### src/sv/fbpa_pkg.sv
// shared constants and request/response types for the block pool allocator
// no dependencies; imported by fbpa_pool and fixed_block_pool_allocator_core
package fbpa_pkg;

  // pool geometry
  localparam int MAX_BLOCKS        = 32;
  localparam int BLOCKS_PER_REGION = 8;
  localparam int NUM_REGIONS       = MAX_BLOCKS / BLOCKS_PER_REGION;
  localparam int BLK_W             = $clog2(MAX_BLOCKS);
  localparam int CNT_W             = $clog2(MAX_BLOCKS + 1);
  localparam int OFS_W             = $clog2(BLOCKS_PER_REGION);
  localparam int REGION_W          = BLK_W - OFS_W;
  localparam int CFG_W             = 6;

  localparam logic [CFG_W-1:0] NUM_BLOCKS_RESET = CFG_W'(MAX_BLOCKS);

  // request codes
  localparam logic REQ_ALLOC = 1'b0;
  localparam logic REQ_FREE  = 1'b1;

  typedef struct packed {
    logic             req_type;
    logic [BLK_W-1:0] block_index;
  } req_t;

  typedef struct packed {
    logic                         ok;
    logic [BLK_W-1:0]             result_block;
    logic [CNT_W-1:0]             free_left;
    logic [REGION_W-1:0]          region_index;
    logic [BLOCKS_PER_REGION-1:0] subregion_mask;
  } rsp_t;

endpackage

### src/sv/fixed_block_pool_allocator_core.sv
// fixed-size block pool allocator: input register, pool update, result register
// depends on fbpa_pkg and fbpa_pool
// a request is taken into the input register, then into the result register, which drives out_valid;
// throughput one request per cycle unless out_ready stalls, with the pool update between the two registers
// reset (synchronous, rst_n low): 32 blocks, head at block zero, links in order,
// all region masks cleared; a config write re-initializes the pool the same way with the written count
module fixed_block_pool_allocator_core (
  input  logic                       clk,
  input  logic                       rst_n,
  input  logic                       in_valid,
  output logic                       in_ready,
  input  fbpa_pkg::req_t             in_data,
  output logic                       out_valid,
  input  logic                       out_ready,
  output fbpa_pkg::rsp_t             out_data,
  input  logic                       cfg_we,
  input  logic [fbpa_pkg::CFG_W-1:0] cfg_wdata
);
  import fbpa_pkg::*;

  req_t in_r;
  logic in_valid_r;
  rsp_t out_r;
  logic out_valid_r;
  rsp_t rsp;
  logic advance;

  // request moves into the result register when that register frees up
  assign advance  = in_valid_r && (!out_valid_r || out_ready);
  assign in_ready = !in_valid_r || advance;

  // pool state and update logic
  fbpa_pool u_pool (
    .clk       (clk),
    .rst_n     (rst_n),
    .cfg_we    (cfg_we),
    .cfg_wdata (cfg_wdata),
    .step      (advance),
    .req       (in_r),
    .rsp       (rsp)
  );

  // input register
  always_ff @(posedge clk) begin
    if (!rst_n) begin
      in_valid_r <= 1'b0;
    end else if (in_ready) begin
      in_valid_r <= in_valid;
    end
  end

  always_ff @(posedge clk) begin
    if (in_ready && in_valid) begin
      in_r <= in_data;
    end
  end

  // result register
  always_ff @(posedge clk) begin
    if (!rst_n) begin
      out_valid_r <= 1'b0;
    end else if (advance) begin
      out_valid_r <= 1'b1;
    end else if (out_ready) begin
      out_valid_r <= 1'b0;
    end
  end

  always_ff @(posedge clk) begin
    if (advance) begin
      out_r <= rsp;
    end
  end

  assign out_valid = out_valid_r;
  assign out_data  = out_r;

endmodule

### src/sv/fbpa_pool.sv
// free list state, region masks and the per-request update logic
// depends on fbpa_pkg
module fbpa_pool (
  input  logic                      clk,
  input  logic                      rst_n,
  input  logic                      cfg_we,
  input  logic [fbpa_pkg::CFG_W-1:0] cfg_wdata,
  input  logic                      step,
  input  fbpa_pkg::req_t            req,
  output fbpa_pkg::rsp_t            rsp
);
  import fbpa_pkg::*;

  logic [CFG_W-1:0]             num_blocks_r;
  logic [BLK_W-1:0]             head_r, head_nxt;
  logic [CNT_W-1:0]             free_count_r, free_count_nxt;
  logic [BLK_W-1:0]             next_link_r [MAX_BLOCKS];
  logic [BLOCKS_PER_REGION-1:0] region_masks_r [NUM_REGIONS];

  logic [CNT_W-1:0]             used_cfg, used_cur;
  logic [BLK_W-1:0]             blk;
  logic [REGION_W-1:0]          region;
  logic [BLOCKS_PER_REGION-1:0] bit_sel, mask_nxt;
  logic                         do_alloc, do_free;

  // clamp the block count to the pool size
  assign used_cfg = (cfg_wdata > CFG_W'(MAX_BLOCKS)) ? CNT_W'(MAX_BLOCKS)
                                                     : CNT_W'(cfg_wdata);
  assign used_cur = (num_blocks_r > CFG_W'(MAX_BLOCKS)) ? CNT_W'(MAX_BLOCKS)
                                                        : CNT_W'(num_blocks_r);

  // request decode and update
  always_comb begin
    do_alloc       = 1'b0;
    do_free        = 1'b0;
    blk            = '0;
    head_nxt       = head_r;
    free_count_nxt = free_count_r;
    if (req.req_type == REQ_ALLOC) begin
      if (free_count_r != '0) begin
        do_alloc       = 1'b1;
        blk            = head_r;
        head_nxt       = next_link_r[head_r];
        free_count_nxt = free_count_r - CNT_W'(1);
      end
    end else begin
      blk = req.block_index;
      if (free_count_r < used_cur) begin
        do_free        = 1'b1;
        head_nxt       = req.block_index;
        free_count_nxt = free_count_r + CNT_W'(1);
      end
    end
    region  = blk[BLK_W-1:OFS_W];
    bit_sel = BLOCKS_PER_REGION'(1) << blk[OFS_W-1:0];
    if (do_alloc) begin
      mask_nxt = region_masks_r[region] | bit_sel;
    end else if (do_free) begin
      mask_nxt = region_masks_r[region] & ~bit_sel;
    end else if (req.req_type == REQ_FREE) begin
      mask_nxt = region_masks_r[region];
    end else begin
      mask_nxt = '0;
    end
  end

  // response fields
  assign rsp.ok             = do_alloc | do_free;
  assign rsp.result_block   = blk;
  assign rsp.free_left      = free_count_nxt;
  assign rsp.region_index   = region;
  assign rsp.subregion_mask = mask_nxt;

  // pool state, re-initialized by reset and by a config write
  always_ff @(posedge clk) begin
    if (!rst_n || cfg_we) begin
      num_blocks_r <= rst_n ? cfg_wdata : NUM_BLOCKS_RESET;
      free_count_r <= rst_n ? used_cfg : CNT_W'(MAX_BLOCKS);
      head_r       <= '0;
      for (int i = 0; i < MAX_BLOCKS; i++) begin
        next_link_r[i] <= BLK_W'(i + 1);
      end
      for (int r = 0; r < NUM_REGIONS; r++) begin
        region_masks_r[r] <= '0;
      end
    end else if (step) begin
      head_r       <= head_nxt;
      free_count_r <= free_count_nxt;
      if (do_free) begin
        next_link_r[req.block_index] <= head_r;
      end
      region_masks_r[region] <= (do_alloc | do_free) ? mask_nxt : region_masks_r[region];
    end
  end

endmodule

### config.mk
export PLATFORM = sky130hd
export DESIGN_NAME = fixed_block_pool_allocator_core
export DESIGN_NICKNAME = d
export VERILOG_FILES = /design/src/sv/fbpa_pkg.sv /design/src/sv/fixed_block_pool_allocator_core.sv /design/src/sv/fbpa_pool.sv
export SDC_FILE = /design/constraint.sdc
export NUM_CORES = 1
export LEC_CHECK = 0
export BUFFER_PORTS_ARGS = -buffer_cell sky130_fd_sc_hd__buf_2
export CORE_MARGIN = 2
export CORE_UTILIZATION = 60
export CTS_CLUSTER_DIAMETER = 30
export CTS_CLUSTER_SIZE = 8
export DETAILED_ROUTE_END_ITERATION = 8
export PLACE_DENSITY = 0.78
export SKIP_CTS_REPAIR_TIMING = 1
export SLEW_MARGIN = 20
export SYNTH_ARGS = -nofsm -noshare
export SYNTH_HDL_FRONTEND = slang
export SYNTH_SLANG_ARGS = --single-unit
### constraint.sdc
create_clock -name clk -period 6.04 [get_ports clk]
set_input_delay 0.604 -clock clk [delete_from_list [all_inputs] [get_ports clk]]
set_output_delay 0.604 -clock clk [all_outputs]
set_load 0.1 [all_outputs]
==> summary.md <==
| Metric | Value |
|---|---|
| Status | `complete, no violations` |
| CTS tree | `built` |
| Most frequent cells in the layout | `230 x edfxtp_1, 94 x nand2_1, 91 x nor2_1, 47 x clkbuf_16, 41 x mux4_2` |
| Die area | `0.0205 sq mm` |
| Fillers | `1248` |
| Measured slew at the worst slew-check pin | `0.988 ns` |
| CTS sink count | `242` |
| Initial Utilization | `0.616` |
| Yosys warns | `0` |
| Core area | `0.0189 sq mm` |
| DR pass1 iterations | `5` |
| RSZ-0062 raised after global routing | `no` |
| Row count | `50` |
| Pleak | `4.36 nW` |
| GR Overflow Total | `0` |
| Vias in the first global route | `7972` |
| Synth Area per Inst | `12.9 sq um` |
| Logic pwr share | `0.091` |
| Hold Fails Final Rpt | `0` |
| Post-synth EDFFs | `230` |
| Seq/Total Area, Yosys | `0.614` |
| Mapped Area | `0.0116 sq mm` |
| WL final | `29000 um` |
| Mean routed wirelength per cell | `23.6 um` |
| Area grow syn2layout | `15.4%` |
| Switching power | `1.16 mW` |
| Startpoint Class | `flop` |
| Area occupied by multi-input gates | `0.00410 sq mm` |
| Die width | `143 um` |
| Clock Latency Late Sink | `0.53 ns` |
| Num CTS Buffers | `46` |
| Relative slew slack | `0.325` |
| CTS Buffer Depth | `3` |
| PortBufs | `40` |
| Antenna viol nets, final | `0` |
| Tot Pwr | `4.76 mW` |
| Antenna diode instance count | `0` |
| Clock slew at reported path FFs | `0.05 ns` |
| Main area contributors after synthesis | `edfxtp_1 59%, mux4_2 7.9%, nand2_1 3.0%` |
| Crit end category | `flop` |
| Peak VDD IR | `266 uV` |
| Tmin final | `4.09 ns` |
| Min-delay worst type | `input port to flop` |
| H-tree Lvls | `2` |
| Fmax | `245 MHz` |
| Commonest non-fill, non-tap cell in the layout | `edfxtp_1` |
| Clk pwr share | `0.501` |
| Crit Path Max Fanout | `33` |
| Cell taking the most area after synthesis | `edfxtp_1` |
| Maxcap violations | `0` |
| Register Area | `0.00715 sq mm` |
| Pwr/cell area | `354 mW/mm^2` |
| Critical-path top delay cell | `or3_1` |
| Seq cells post-synth | `242` |
| Initial antenna violation count | `0` |
| Sw Share | `0.244` |
| Netlist cell types | `72` |
| Root Driver | `clkbuf_16` |
| Worst Clk Skew | `0.0247 ns` |
| CP bufs+invs | `1` |
| DPL Wire Length | `18200 um` |
| First-pass GRT wire length | `44500 um` |
| First DRT Iteration DRCs | `1049` |
| Register share of total power | `0.408` |
| Arr. time, crit path | `4.24 ns` |
| Ys async rst share | `0` |
| Final #Nets | `964` |
| Syn_nets | `928` |
| Crit path kind | `flop to flop` |
| CP cell instances | `inv_1 > nand2_1 > ha_1 > a211o_1 > o211ai_1 > nand3_2 > or3_1 > o21ai_0` |
| Gpl congestion | `0.881` |
| Setup violations, final | `0` |
| Area share of the largest cell type after synthesis | `0.593` |
| Mapped Cells | `904` |
| Via/cell ratio | `6.49` |
| Critical path's largest stage delay | `0.87 ns` |
| CP delay by family, top | `simple AND/OR/NAND/NOR gates` |
| Post-synth top flop | `edfxtp_1` |
| Largest net degree at the start of global routing | `43` |
| Worst path required time | `6.19 ns` |
| Top-Level Pins | `41` |
| Tcrit/Tclk final | `0.677` |
| Ratio of cells with drive above 1 in the final layout | `0.208` |
| Drt drc | `0` |
| Total GRT Usage | `0.292` |
| Final slew viol count | `0` |
| Die Height | `143 um` |
| Vias | `7995` |
| Power Internal | `3.60 mW` |
| Final TNS setup | `0 ns` |
-- worst paths after layout --
| kind | startpoint | endpoint | slack (ns) | cells past startpoint |
|---|---|---|---|---|
| worst max-delay path | u_pool.num_blocks_r[5] | u_pool.next_link_r[17][0] | 1.95 | 8 |
| worst min-delay path | in_data[1] | in_r[1] | 0.27 | 1 |
| worst max register to register | u_pool.num_blocks_r[5] | u_pool.next_link_r[17][0] | 1.95 | 8 |
| worst min register to register | in_valid_r | in_valid_r | 0.58 | 2 |
-- kinds of logic (layout without fill, tap and decap cells) --
logic type	count (synthesis)	in the layout	share of synthesized area
buf+inv	90	158	0.0345
fa+ha+maj	7	7	0.00753
mux	66	66	0.103
xor+xnor	8	8	0.00602
compound gates	104	104	0.0668
simple gates	387	387	0.168
flops	242	242	0.614
-- through the flow --
stage / hold slack, ns / util / cell area [sq um] / setup slack (ns) / std cells
floorplan: 0.529 / - / 11600 / 3.11 / 904
global placement: 0.584 / 0.634 / 12000 / 2.01 / 1152
detailed placement: 0.559 / 0.634 / 12000 / 1.86 / 1152
CTS: 0.256 / 0.711 / 13400 / 2.00 / 1232
global route: 0.258 / 0.711 / 13400 / 1.73 / 1232
finish: 0.266 / 0.711 / 13400 / 1.95 / 1232
-- power groups by stage --
stage | Clock, mW | Combinational, mW | Sequential [mW]
finish | 2.38 | 0.433 | 1.94
global route | 2.46 | 0.456 | 1.94
floorplan | 0 | 0.254 | 2.02
CTS | 2.39 | 0.425 | 1.94
global placement | 0 | 0.414 | 1.97
detailed placement | 0 | 0.421 | 1.97
-- area by class of cell --
type,count,area share
tap,260,0.0242
clock buffer,56,0.0901
multi-input combinational,572,0.305
inverter,19,0.00531
clock inverter,24,0.0171
sequential,242,0.533
timing repair buffer,59,0.0255
-- Yosys cell counts (4+ instances only) --
library cell,n
or2_2,7
or3_1,13
o22ai_1,10
a21oi_1,10
o21ai_0,24
nand2_1,94
buf_2,18
o2bb2ai_1,5
a2111oi_0,4
edfxtp_1,230
nor4_1,24
nor3_1,39
nand4_1,8
buf_4,5
a22oi_1,4
inv_1,15
nand3_1,24
nor2_1,91
dfxtp_1,12
o211ai_1,5
xnor2_1,7
clkbuf_1,40
mux2i_1,17
and3_1,7
buf_1,5
and2_1,24
a2bb2oi_1,5
ha_1,7
nand2b_1,29
mux4_2,41
nor2b_1,9
-- registers in the layout, summed over array words and instances (netlist names), named ones only --
register,count
u_pool.next_link_r,160
u_pool.region_masks_r,32
out_data,20
in_r,6
u_pool.free_count_r,6
u_pool.num_blocks_r,6
u_pool.head_r,5
in_valid_r,1
out_valid,1
-- layer usage --
| metal | track usage | vias up | part of all wire |
|---|---|---|---|
| met3 | 0.0610 | 96 | 0.099 |
| met4 | 0.118 | 0 | 0.033 |
| met2 | 0.461 | 514 | 0.47 |
| li1 | - | 3504 | - |
| met5 | 0 | - | 0 |
| met1 | 0.402 | 3881 | 0.39 |
-- worst reg2reg max path, cell delays in order, from the launching register on --
cell and delay, ns:
edfxtp_1 0.39, inv_1 0.15, nand2_1 0.07, ha_1 0.29, a211o_1 0.28, o211ai_1 0.27
nand3_2 0.72, or3_1 0.88, o21ai_0 0.67
Note: power is estimated with default switching activity, not from simulation.
